--- src/design/gcf_ram.sv ---
// ----------------------------------------------------------------------------
// gcf_ram: generic single-port-write, single-port-read synchronous RAM
// One write and one registered read per cycle; a read of the address being
// written returns the old contents.
// ----------------------------------------------------------------------------
module gcf_ram #(
  parameter int WIDTH = 8,
  parameter int DEPTH = 256
) (
  input  logic                     clk,
  input  logic                     we,
  input  logic [$clog2(DEPTH)-1:0] waddr,
  input  logic [WIDTH-1:0]         wdata,
  input  logic [$clog2(DEPTH)-1:0] raddr,
  output logic [WIDTH-1:0]         rdata
);

  logic [WIDTH-1:0] mem [DEPTH];

  always_ff @(posedge clk) begin
    if (we) begin
      mem[waddr] <= wdata;
    end
    rdata <= mem[raddr];
  end

endmodule

--- config.mk ---
export PLATFORM = sky130hd
export DESIGN_NAME = gcf_ram
export DESIGN_NICKNAME = d
export VERILOG_FILES = /design/src/design/gcf_ram.sv
export SDC_FILE = /design/constraint.sdc
export NUM_CORES = 2
export LEC_CHECK = 0
export BUFFER_PORTS_ARGS = -buffer_cell sky130_fd_sc_hd__buf_2
export CORE_MARGIN = 2
export CORE_UTILIZATION = 45
export CTS_BUF_LIST = sky130_fd_sc_hd__clkbuf_4 sky130_fd_sc_hd__clkbuf_8
export CTS_CLUSTER_DIAMETER = 100
export DETAILED_ROUTE_END_ITERATION = 10
export GPL_ROUTABILITY_DRIVEN = 0
export PLACE_DENSITY_LB_ADDON = 0.15
export SLEW_MARGIN = 0
export SYNTH_ARGS = -nofsm -noshare
export SYNTH_HDL_FRONTEND = slang
export SYNTH_SLANG_ARGS = --single-unit
--- constraint.sdc ---
create_clock -name clk -period 5.8 [get_ports clk]
set_input_delay 0.58 -clock clk [delete_from_list [all_inputs] [get_ports clk]]
set_output_delay 0.58 -clock clk [all_outputs]
set_load 0.01 [all_outputs]
; ---- Word level (Yosys, flattened, before mapping)
; Memory sizes are Yosys's and may differ from the RTL's. A register that Yosys moved wholly into a read port is not among the register bits.
; Cells that the tools add are included.
[op_classes]
muxes = 2
[ops]
columns = op, count
row1 = two-way mux 1 bit, 2
[word_totals]
ff_bits = 0
mem_bits_rw = 2048
output_inout_bits = 8
wordCells = 3
n_memories = 1
[memory_table]
columns = memory, words, word_bits, read_ports, rd_ports_with_merged_regs, write_ports, line_no
row1 = mem, 256, 8, 1, 1, 1, 18  ; logic [WIDTH-1:0] mem [DEPTH];

; ---- Longest topological paths before layout
[logic_depth]
ltp_word = 2
depth_mapped = 11
depth_no_buf = 6

; ---- Worst setup path after synthesis
; Ideal clock, no wire load.
[synth_timing]
path_kind = input to register
startpoint = input port raddr[0]
endpoint = register rdata[2] (read register of mem)
t_arrival_ns = 2.387
slack_ns = 3.282
cell_stages = 9
n_path_buf = 4
path_cell_list = buf_6 buf_12 buf_8 buf_2 mux4_2 a22oi_1 a21oi_1 nor4_1 nor4_2
[synth_lines]
columns = item, line_no
row1 = start: declaration, 14  ; input logic [$clog2(DEPTH)-1:0] raddr,
row2 = end: declaration, 15  ; output logic [WIDTH-1:0] rdata

==> impl_metrics.toml <==
[yosys]
synth_area_per_cell_um2 = 21.3
netlist_area_um2 = 79600
synthAdderAreaFrac = 0
ys_seq_area_frac = 0.775
synthXorXnorAreaFrac = 0
synth_warnings = 0
synth_compound_area_frac = 0.0342
synth_top_area_frac = 0.773
synth_cell_types = 55
synthMuxAreaShare = 0.146
yosys.area_share.simple = 0.0263
synth_edf_count = 2048
synth_cells = 3733
synth_top_family_by_area = "multiplexers"
synth_nets = 3759
synth_common_cells = "edfxtp_1, mux4_2, nor2_1"
ys_dominant_reg_cell = "edfxtp_1"
synth.ff_latch_count = 2056
synth_top_area_cell = "edfxtp_1"
yosysMostFrequentCell = "edfxtp_1"
yosys-top-cells-area = "edfxtp_1, mux4_2, mux2i_1, nor2_1, a22oi_1"
async_flop_share = 0

[final_layout]
area_growth_pct = 11.5
fin_area_um2 = 88700
num-fill-cells = 14000
layout.cells.non_filler = 6558
fin_nets = 4002
drive_gt1_frac = 0.264

[global_route]
grt_max_degree = 209
grt.overflow.total = 0
antenna_found_initial = 8
grt_pass1_vias = 39800
grt_use_total = 0.231
grt_pass1_wl_um = 296000

[clock_tree]
clock_latency_ns = 1.06
clkSinkCount = 2056
numCtsBuffers = 349
htree_num_levels = 5
clockRootBuffer = "clkbuf_8"
cts.path.max_buffers = 4
cts_tree = "built"
path_clk_slew_ns = 0.06

[timing]
fin_crit_sh = 0.627
rsz0062_at_grt = "false"
drv_slew = 0
clock_skew_ns = 0.119
tightest_slew_ns = 1.35
tns_ns = 0
fin_crit_ns = 3.64
hold-worst-slack_ns = 0.0644
max_freq_mhz = 275
setup_viol = 0
hold_viol = 0
slew_headroom = 0.0966

[setup_path]
cp.required_ns = 6.64
r2r_slack_ns = 2.28
r2r_cells = 6
crit_type = "input port to register"
r2r-start = "mem[211][5]$_DFFE_PP_"
start_kind = "input port"
worstPathMaxFanout = 34
cp_top_family = "compound AO/OA/AOI/OAI gates"
worst_path_largest_cell_delay_ns = 0.90
crit_path_end_kind = "register"
path_buf_inv = 2
cp_slowest_cell = "a221oi_1"
crit_arrival_ns = 4.47
r2r-end = "rdata[5]$_DFF_P_"
worstPathCellList = "buf_8 > buf_4 > mux4_2 > a22o_1 > a221oi_1 > o32ai_1 > nor3_1 > nor4_1"

[flow_run]
maxCapViolCount = 0

[die]
die_h_um = 424
initial_utilization = 0.452
core_um2 = 176000
num_io_pins = 34
dieArea_um2 = 180000
core.rowCount = 154
dieWidth_um = 424

[pwr]
p_per_area_nw_per_um2 = 340
max-vdd-ir-drop_mv = 0.257
fin_total_pwr_w = 0.0301
leakage_nw = 27.4

[routing]
drc = 0
dr.pass1.iters = 5
viasPerCell = 5.99
final_antenna_net_count = 0
vias = 39300
routedWlPerCell_um = 31.6
drt_wl_total_um = 207000
drtIter0Drc = 4849

[place]
place_area_um2 = 82300
placed_cells = 5961
portBuffers = 33
dp.final_hpwl_um = 125000

[hold_path]
hold_class = "input port to register"
worstHoldEndpoint = "mem[198][3]$_DFFE_PP_"
worstHoldStart = "wdata[3]"
holdPathStages = 1

[run_status]
status = "complete, no violations"
## worst max-delay path by stage
stage | end | start | cells after the start | slack, ns
after floorplan | rdata[2]$_DFF_P_ | raddr[0] | 9 | 3.28
after global placement | rdata[5]$_DFF_P_ | raddr[0] | 8 | 1.20
after detailed placement | rdata[5]$_DFF_P_ | raddr[0] | 8 | 1.20
after CTS | rdata[5]$_DFF_P_ | mem[211][5]$_DFFE_PP_ | 6 | 2.23
after global routing | rdata[5]$_DFF_P_ | raddr[0] | 8 | 2.22
final | rdata[5]$_DFF_P_ | raddr[0] | 8 | 2.16
## what timing repair did
| item | 4_1_cts | 5_1_grt |
|---|---|---|
| hold buffers | 4 | 0 |
| gates resized for setup | 0 | 0 |
| hold endpoints to repair | 142 | 0 |
| buffers inserted | 0 | 0 |
## registers in the layout (all words and copies together) (netlist names)
register	count
mem	2048
rdata	8
## where the power goes
group / total, W / switching (W) / internal, W
Combinational: 0.00150 / 0.00101 / 0.000491
Sequential: 0.0164 / 0.0000254 / 0.0164
Clock: 0.0122 / 0.00562 / 0.00659
Total: 0.0301 / 0.00666 / 0.0235
## stage by stage
| stage | util | setup slack [ns] |
|---|---|---|
| floorplan | - | 3.28 |
| global placement | 0.468 | 1.20 |
| detailed placement | 0.468 | 1.20 |
| CTS | 0.504 | 2.23 |
| global route | 0.504 | 2.22 |
| finish | 0.504 | 2.16 |
## kinds of logic (layout without fill, tap and decap cells)
logic type / after synthesis / in the layout
and+or+nand+nor: 466 / 466
muxes: 591 / 591
other: 0 / 6
DFF: 2056 / 2056
AOI/OAI and AO/OA: 385 / 385
buffers and inverters: 235 / 714
## area by class of cell
class,instances,area (um^2),share of cell area
Clock inverter,110,583,0.00657
Tap cell,2340,2930,0.0330
Inverter,2,7.51,0.0000846
Clock buffer,477,5800,0.0653
Multi-Input combinational cell,1442,16500,0.186
Timing Repair Buffer,125,1230,0.0139
Antenna cell,6,15.0,0.000169
Sequential cell,2056,61700,0.695
## routing by layer
layer / wire length, um / track usage / vias to the layer above
li1: - / - / 16200
met1: 88200 / 0.335 / 21100
met2: 97700 / 0.356 / 1621
met3: 16600 / 0.0497 / 296
met4: 4810 / 0.0657 / 2
met5: 13 / 0 / -
## layout by cell type, fill, tap and decap left out, drive strengths merged, types with 6 or more instances in the layout
cell type,synthesis,layout
clkinv,1,100
clkbuf,111,477
nand4,10,10
mux4,456,456
mux2i,134,134
nor3,22,22
nor2b,31,31
a21oi,96,96
a22o,8,8
nand2b,8,8
and2,6,6
nand3,34,34
o211ai,10,10
o22ai,28,28
o221ai,47,47
nor4,27,27
buf,122,121
a221oi,14,14
nand2,33,33
edfxtp,2048,2048
a211oi,16,16
nor2,282,282
dfxtp,8,8
o21ai,12,12
a22oi,133,133
diode,0,6
No activity file was read; power rests on OpenSTA's default activity.
