`src/design/gcf_pkg.sv`:
```
// ----------------------------------------------------------------------------
// gcf_pkg: shared constants, types and helpers of the 3x3 gray filter
// Sizes, register map, result tag and the small arithmetic helpers.
// ----------------------------------------------------------------------------
package gcf_pkg;

  localparam int MAX_WIDTH  = 4096;
  localparam int MAX_HEIGHT = 4096;

  localparam int PIX_W  = 8;
  localparam int DIM_W  = 13;
  localparam int KROW_W = 36;
  localparam int COEF_W = 12;

  localparam int COL_W = $clog2(MAX_WIDTH);
  localparam int ROW_W = (MAX_HEIGHT > 1) ? $clog2(MAX_HEIGHT) : 1;
  localparam int POS_W = (COL_W > ROW_W) ? COL_W : ROW_W;
  localparam int SZ_W  = (DIM_W > POS_W + 1) ? DIM_W : POS_W + 1;

  // product, row sum and total sum widths of the filter datapath
  localparam int PROD_W = PIX_W + 1 + COEF_W;
  localparam int RSUM_W = PROD_W + 2;
  localparam int SUM_W  = RSUM_W + 2;

  // result queue
  localparam int OUT_DEPTH = 8;
  localparam int OUT_AW    = $clog2(OUT_DEPTH);
  localparam int CNT_W     = $clog2(OUT_DEPTH + 1);

  // APB register map, 8-byte stride
  localparam int APB_DW = 64;
  localparam int APB_AW = 6;
  localparam logic [2:0] REG_KTOP   = 3'd0;
  localparam logic [2:0] REG_KMID   = 3'd1;
  localparam logic [2:0] REG_KBOT   = 3'd2;
  localparam logic [2:0] REG_WIDTH  = 3'd3;
  localparam logic [2:0] REG_HEIGHT = 3'd4;

  typedef logic [8:0][PIX_W-1:0] taps_t;

  typedef struct packed {
    logic valid;
    logic end_of_row;
    logic end_of_image;
    logic last_of_run;
  } res_meta_t;

  // zero reads as one, anything above the limit saturates
  function automatic logic [SZ_W-1:0] eff_size(input logic [DIM_W-1:0] v,
                                                input logic [SZ_W-1:0] lim);
    logic [SZ_W-1:0] ve;
    ve = SZ_W'(v);
    if (v == '0) return SZ_W'(1);
    else if (ve > lim) return lim;
    else return ve;
  endfunction

  // (77R + 151G + 28B) >> 8
  function automatic logic [PIX_W-1:0] rgb_to_gray(input logic [7:0] r,
                                                   input logic [7:0] g,
                                                   input logic [7:0] b);
    logic [15:0] acc;
    acc = 16'(r) * 16'd77 + 16'(g) * 16'd151 + 16'(b) * 16'd28;
    return acc[15:8];
  endfunction

endpackage

```
`src/design/gcf_conv.sv`:
```
// ----------------------------------------------------------------------------
// gcf_conv: 3x3 multiply-accumulate pipeline with clamp
// Nine tap products, three row sums, then total, shift and clamp to 0..255.
// ----------------------------------------------------------------------------
module gcf_conv (
  input  logic                      clk,
  input  logic                      rst,
  input  gcf_pkg::taps_t            taps,
  input  gcf_pkg::res_meta_t        in_meta,
  input  logic [gcf_pkg::KROW_W-1:0] kernel_top,
  input  logic [gcf_pkg::KROW_W-1:0] kernel_mid,
  input  logic [gcf_pkg::KROW_W-1:0] kernel_bot,
  output logic [gcf_pkg::PIX_W-1:0] pixel,
  output gcf_pkg::res_meta_t        out_meta
);

  logic [2:0][gcf_pkg::KROW_W-1:0]  krows;
  logic signed [gcf_pkg::PROD_W-1:0] prod [9];
  logic signed [gcf_pkg::RSUM_W-1:0] rsum [3];
  logic signed [gcf_pkg::SUM_W-1:0]  total;
  gcf_pkg::res_meta_t               meta_p;

  assign krows = {kernel_bot, kernel_mid, kernel_top};

  // stage 1: products, coefficient for column c sits at bits 12c+11..12c
  always_ff @(posedge clk) begin
    for (int r = 0; r < 3; r++) begin
      for (int c = 0; c < 3; c++) begin
        prod[3*r+c] <= $signed({1'b0, taps[3*r+c]})
                     * $signed(krows[r][gcf_pkg::COEF_W*c +: gcf_pkg::COEF_W]);
      end
    end
  end

  // stage 2: row sums
  always_ff @(posedge clk) begin
    for (int r = 0; r < 3; r++) begin
      rsum[r] <= gcf_pkg::RSUM_W'(prod[3*r]) + gcf_pkg::RSUM_W'(prod[3*r+1])
               + gcf_pkg::RSUM_W'(prod[3*r+2]);
    end
  end

  always_ff @(posedge clk) begin
    if (rst) begin
      meta_p   <= '0;
      out_meta <= '0;
    end else begin
      meta_p   <= in_meta;
      out_meta <= meta_p;
    end
  end

  // total, then clamp: negative -> 0, above 255 after the shift -> 255
  always_comb begin
    total = gcf_pkg::SUM_W'(rsum[0]) + gcf_pkg::SUM_W'(rsum[1])
          + gcf_pkg::SUM_W'(rsum[2]);
    if (total[gcf_pkg::SUM_W-1]) begin
      pixel = '0;
    end else if (|total[gcf_pkg::SUM_W-2:gcf_pkg::PIX_W+8]) begin
      pixel = '1;
    end else begin
      pixel = total[gcf_pkg::PIX_W+7:8];
    end
  end

endmodule

```
`config.mk`:
```
export PLATFORM = sky130hd
export DESIGN_NAME = gcf_conv
export DESIGN_NICKNAME = d
export VERILOG_FILES = /design/src/design/gcf_pkg.sv /design/src/design/gcf_conv.sv
export SDC_FILE = /design/constraint.sdc
export NUM_CORES = 2
export LEC_CHECK = 0
export BUFFER_PORTS_ARGS = -buffer_cell sky130_fd_sc_hd__buf_2
export CAP_MARGIN = 20
export CORE_MARGIN = 8
export CORE_UTILIZATION = 34
export CTS_CLUSTER_SIZE = 16
export DETAILED_ROUTE_END_ITERATION = 10
export SLEW_MARGIN = 20
export SYNTH_ARGS = -nofsm -noshare
export SYNTH_HDL_FRONTEND = slang
export SYNTH_SLANG_ARGS = --single-unit
```
`constraint.sdc`:
```
create_clock -name clk -period 7.92 [get_ports clk]
set_input_delay 0.792 -clock clk [delete_from_list [all_inputs] [get_ports clk]]
set_output_delay 0.792 -clock clk [all_outputs]
set_load 0.005 [all_outputs]
```
-- After elaboration in Yosys (flattened, before gate mapping)
Memories as Yosys holds them, arrays and structs flattened.
Cells that the tools add are included.
- bits in registers: 8
- bits in writable memories: 258
- bits of input ports: 186
- logic and storage cells: 30
- memories: 2
- $add $sub $neg: 8
- multiply operators: 9
- mux-type cells: 2
- reduce and logical (&&, ||, !) cells: 1
- memories (memory ; depth ; bits a word ; rd ports ; clocked after Yosys merged registers in ; wr ports ; RTL line ; RTL):
    prod ; 9 ; 21 ; 9 ; 0 ; 9 ; gcf_conv.sv:18 ; logic signed [gcf_pkg::PROD_W-1:0] prod [9];
    rsum ; 3 ; 23 ; 3 ; 0 ; 3 ; gcf_conv.sv:19 ; logic signed [gcf_pkg::RSUM_W-1:0] rsum [3];
- operator list (operator ; number):
    9-bit by 12-bit multiplier with 21-bit output ; 9
    22-bit by 21-bit adder with 23-bit output ; 3
    21-bit by 21-bit adder with 22-bit output ; 3
    24-bit by 23-bit adder with 25-bit output ; 1
    23-bit by 23-bit adder with 24-bit output ; 1
    8-bit 2-to-1 mux ; 2
    8-bit OR reduction ; 1

-- Longest topological paths before layout
- depth in word-level cells: 5
- gate-level depth with buffers: 21
- depth with buffers taken out: 20

-- Worst setup path before layout
Ideal clock, no wire load.
- kind: input-to-reg
- from: input port taps[0] (netlist bit)
- to: memory prod[0][20] (netlist bit)
- setup time: 0.072 ns
- arrival: 5.096 ns
- required time: 7.848 ns
- setup slack: 2.752 ns
- stages: 21
- path through: clkbuf_1 nand2_1 fa_1 inv_1 ha_1 ha_1 inv_1 fa_1 inv_1 ha_1 fa_1 a21o_1 a21oi_1 nor2b_1 o21a_1 nor3_1 o31ai_1 o41ai_2 o2111ai_1 a21oi_1 xnor2_1
- RTL lines (what ; RTL line ; RTL):
    start: declaration ; gcf_conv.sv:8 ; input gcf_pkg::taps_t taps,
    end: declaration ; gcf_conv.sv:18 ;

==> results.md <==
- Post-layout util: between 30 and 40%
- Postcts setup bufs: 0
- Vias in the first global route: 31,728
- Compound-Gate Fraction of Synth Area: 5.87%
- WP buf/inv: 3
- Vert. Die Dim: 370 um
- 1st-pass router iterations: 7
- Synth Instances: between 4,000 and 5,000
- Simple-Gate Fraction of Synth Area: 14.7%
- P_leak: 24.3 nW
- Yosys cell types: 60
- Post-detail-place hpwl: 81,900 um
- Synthesis Warnings: 0
- Max Fclk: approximately 190 MHz
- CP max FO: 8
- Worst setup SP type: register
- WP data required: just over 7000 ps
- Die area: 0.137 mm2
- Grt ovf: 0
- Clock tree from TritonCTS: done
- Drt first-iter violations: between 1,000 and 1,500
- Adder-cell share of the synthesized area: between 50% and 60%
- Commonest non-fill, non-tap cell in the layout: inv_1
- Power per cell area: 444 mW/mm2
- Crit Path Category: register to output pin
- # IOs: 198
- # DRC: 0
- Initial antenna violation count: 9
- Peak supply drop: 0.302 mV
- Ys flop type: dfxtp_1
- Gr usage total: 14.3%
- Clock transition at the registers of the reported paths: 70 ps
- Relative slew slack: 52.7%
- Worst-case clock buffer depth: 3
- Net Count, Synth: 6,153
- Worst path max stage delay: 530 ps
- Final Setup Violations: 0
- Die width: 370 um
- Clock sinks: 266
- Largest net degree at the start of global routing: 14
- Measured slew at the worst slew-check pin: 705 ps
- Post-layout worst setup margin: between 2000 and 3000 ps
- Period utilisation layout: between 60% and 70%
- First-pass GRT wire length: between 150,000 and 200,000 um
- Critical Path AT: about 4300 ps
- Final Critical Period: 5130 ps
- CTS Buf Count: 35
- Synthesized area: 0.0427 mm2
- CP top delay family: compound AO/OA/AOI/OAI gates
- Sequential cell area fraction in the yosys report: between 10% and 20%
- Via/cell ratio: 4.54
- Initial core utilization: 34.1%
- Slew Limit Fails: 0
- Number of hold buffers added after cts: 0
- Clk_skew: 30.6 ps
- Tightest Hold Check Type: register to register
- Max-cap violation count: 0
- Place WS: 2390 ps
- Drt wl/cell: 14.6 um
- Most frequent cells in the layout: inv_1 (1,223), fa_1 (790), nand2_1 (512)
- Share of layout cells above drive strength 1: 5.60%
- Placed Cells: approximately 6,500
- Port bufs: 197
- H-tree level count: 2
- Seq cells post-synth: 266
- Outcome: complete, no violations
- Worst path slowest cell: fa_1
- Post-synth ARST share: 0%
- Mux cell area share after synthesis: 0.0264%
- GPL Wtd Cong: between 0.8 and 0.9
- Post-synth EDFFs: 0
- Largest family of logic cells by synthesized area: adder cells
- Final #Nets: 6,303
- Final Hold Fails: 0
- Xor/xnor share of the synthesized area: approximately 4.7%
- CP Capture Type: output pin
- Detail Route Antenna Nets: 0
- Finished Layout Cells: 6,546
- Chain of cells forming the critical path: inv_1 -> fa_1 -> inv_1 -> ha_1 -> o21a_1 -> o2111a_1 -> o21ai_1 -> nand3_1 -> a31o_2 -> a21oi_1 -> mux2_1 -> a211oi_1 -> and3_1 -> a21oi_1 -> buf_2
- Routed vias: around 30,000
- Final setup TNS: 0 ps
- Drt total wl: ~96,000 um
- PostCTS Resize Cnt: 0
- Synth Area per Inst: 9.05 um2
- Rows: 130
- RSZ-0062 raised after global routing: false
- Clock Latency Late Sink: ~550 ps
- Core box area: 0.125 mm2
- Synth-to-layout area growth: 9.42%
- Root buffer cell: clkbuf_16
[power breakdown]
group	switching (mW)	internal, mW	total [mW]
sequential	0.476	2.26	2.74
clock	0.662	1.07	1.73
combinational	9.13	7.14	16.3
[Yosys cell counts, drive strengths merged, types with 12 or more instances]
master     n  area share (%)
nor2b     42            0.62
dfxtp    266              12
fa       790              37
nand2    512             4.5
or3       18            0.26
inv     1225              11
and2     437             6.4
ha       464              14
a211o     16            0.33
nor3      52            0.61
o21ai     60            0.70
nand3     47            0.55
a21o      42            0.74
and3      15            0.22
a21oi    144             1.7
a31oi     12            0.18
xor2      47            0.97
nor2     106            0.93
xnor2    183             3.8
o21bai    24            0.42
clkbuf    82            0.72
a211oi    14            0.25
o31ai     12            0.22
[cells by family after synthesis]
logic type | count (synthesis)
multiplexers | 1
buffers and inverters | 1309
AO/OA/AOI/OAI | 388
AND/OR/NAND/NOR | 1265
flip-flops | 266
adder cells (fa/ha/maj) | 1254
XOR/XNOR | 230
[layer usage]
metal,part of all wire [%],wire length (um),track usage (%),vias to the layer above
met1,45,43300,18.9,14781
met5,0.014,13,0,-
met2,49,47300,25.2,435
met3,3.4,3210,1.87,108
li1,-,-,-,14383
met4,1.9,1850,2.93,2
[area by class of cell]
type	count	area, um2
Fill cell	12729	78400
Tap cell	1650	2060
Clock buffer	44	1000
Clock inverter	19	268
Inverter	1225	4600
Multi-Input combinational cell	3138	32400
Antenna cell	7	17.5
Timing Repair Buffer	197	986
Sequential cell	266	5330
[state kept, by name, summed over array words and instances, names as in the netlist]
name,cells
meta_p,4
out_meta,4
prod,189
rsum,69
[final timing paths]
path,to,depth (start not counted),start,slack (ps)
hold reg to reg,out_meta[3],1,meta_p[3],440
setup reg to reg,rsum[0][44],14,prod[0][64],4380
setup / recovery,pixel[5],15,rsum[0][4],2790
hold / removal,out_meta[3],1,meta_p[3],440
[stage by stage]
step,hold WS [ps],total power [mW],instance area (um2)
detailed placement,428,19.2,45400
global route,432,23.4,46700
CTS,418,21.1,46700
finish,439,20.7,46700
global placement,416,19.0,45400
floorplan,414,15.1,42700
No activity file was read; power rests on OpenSTA's default activity.
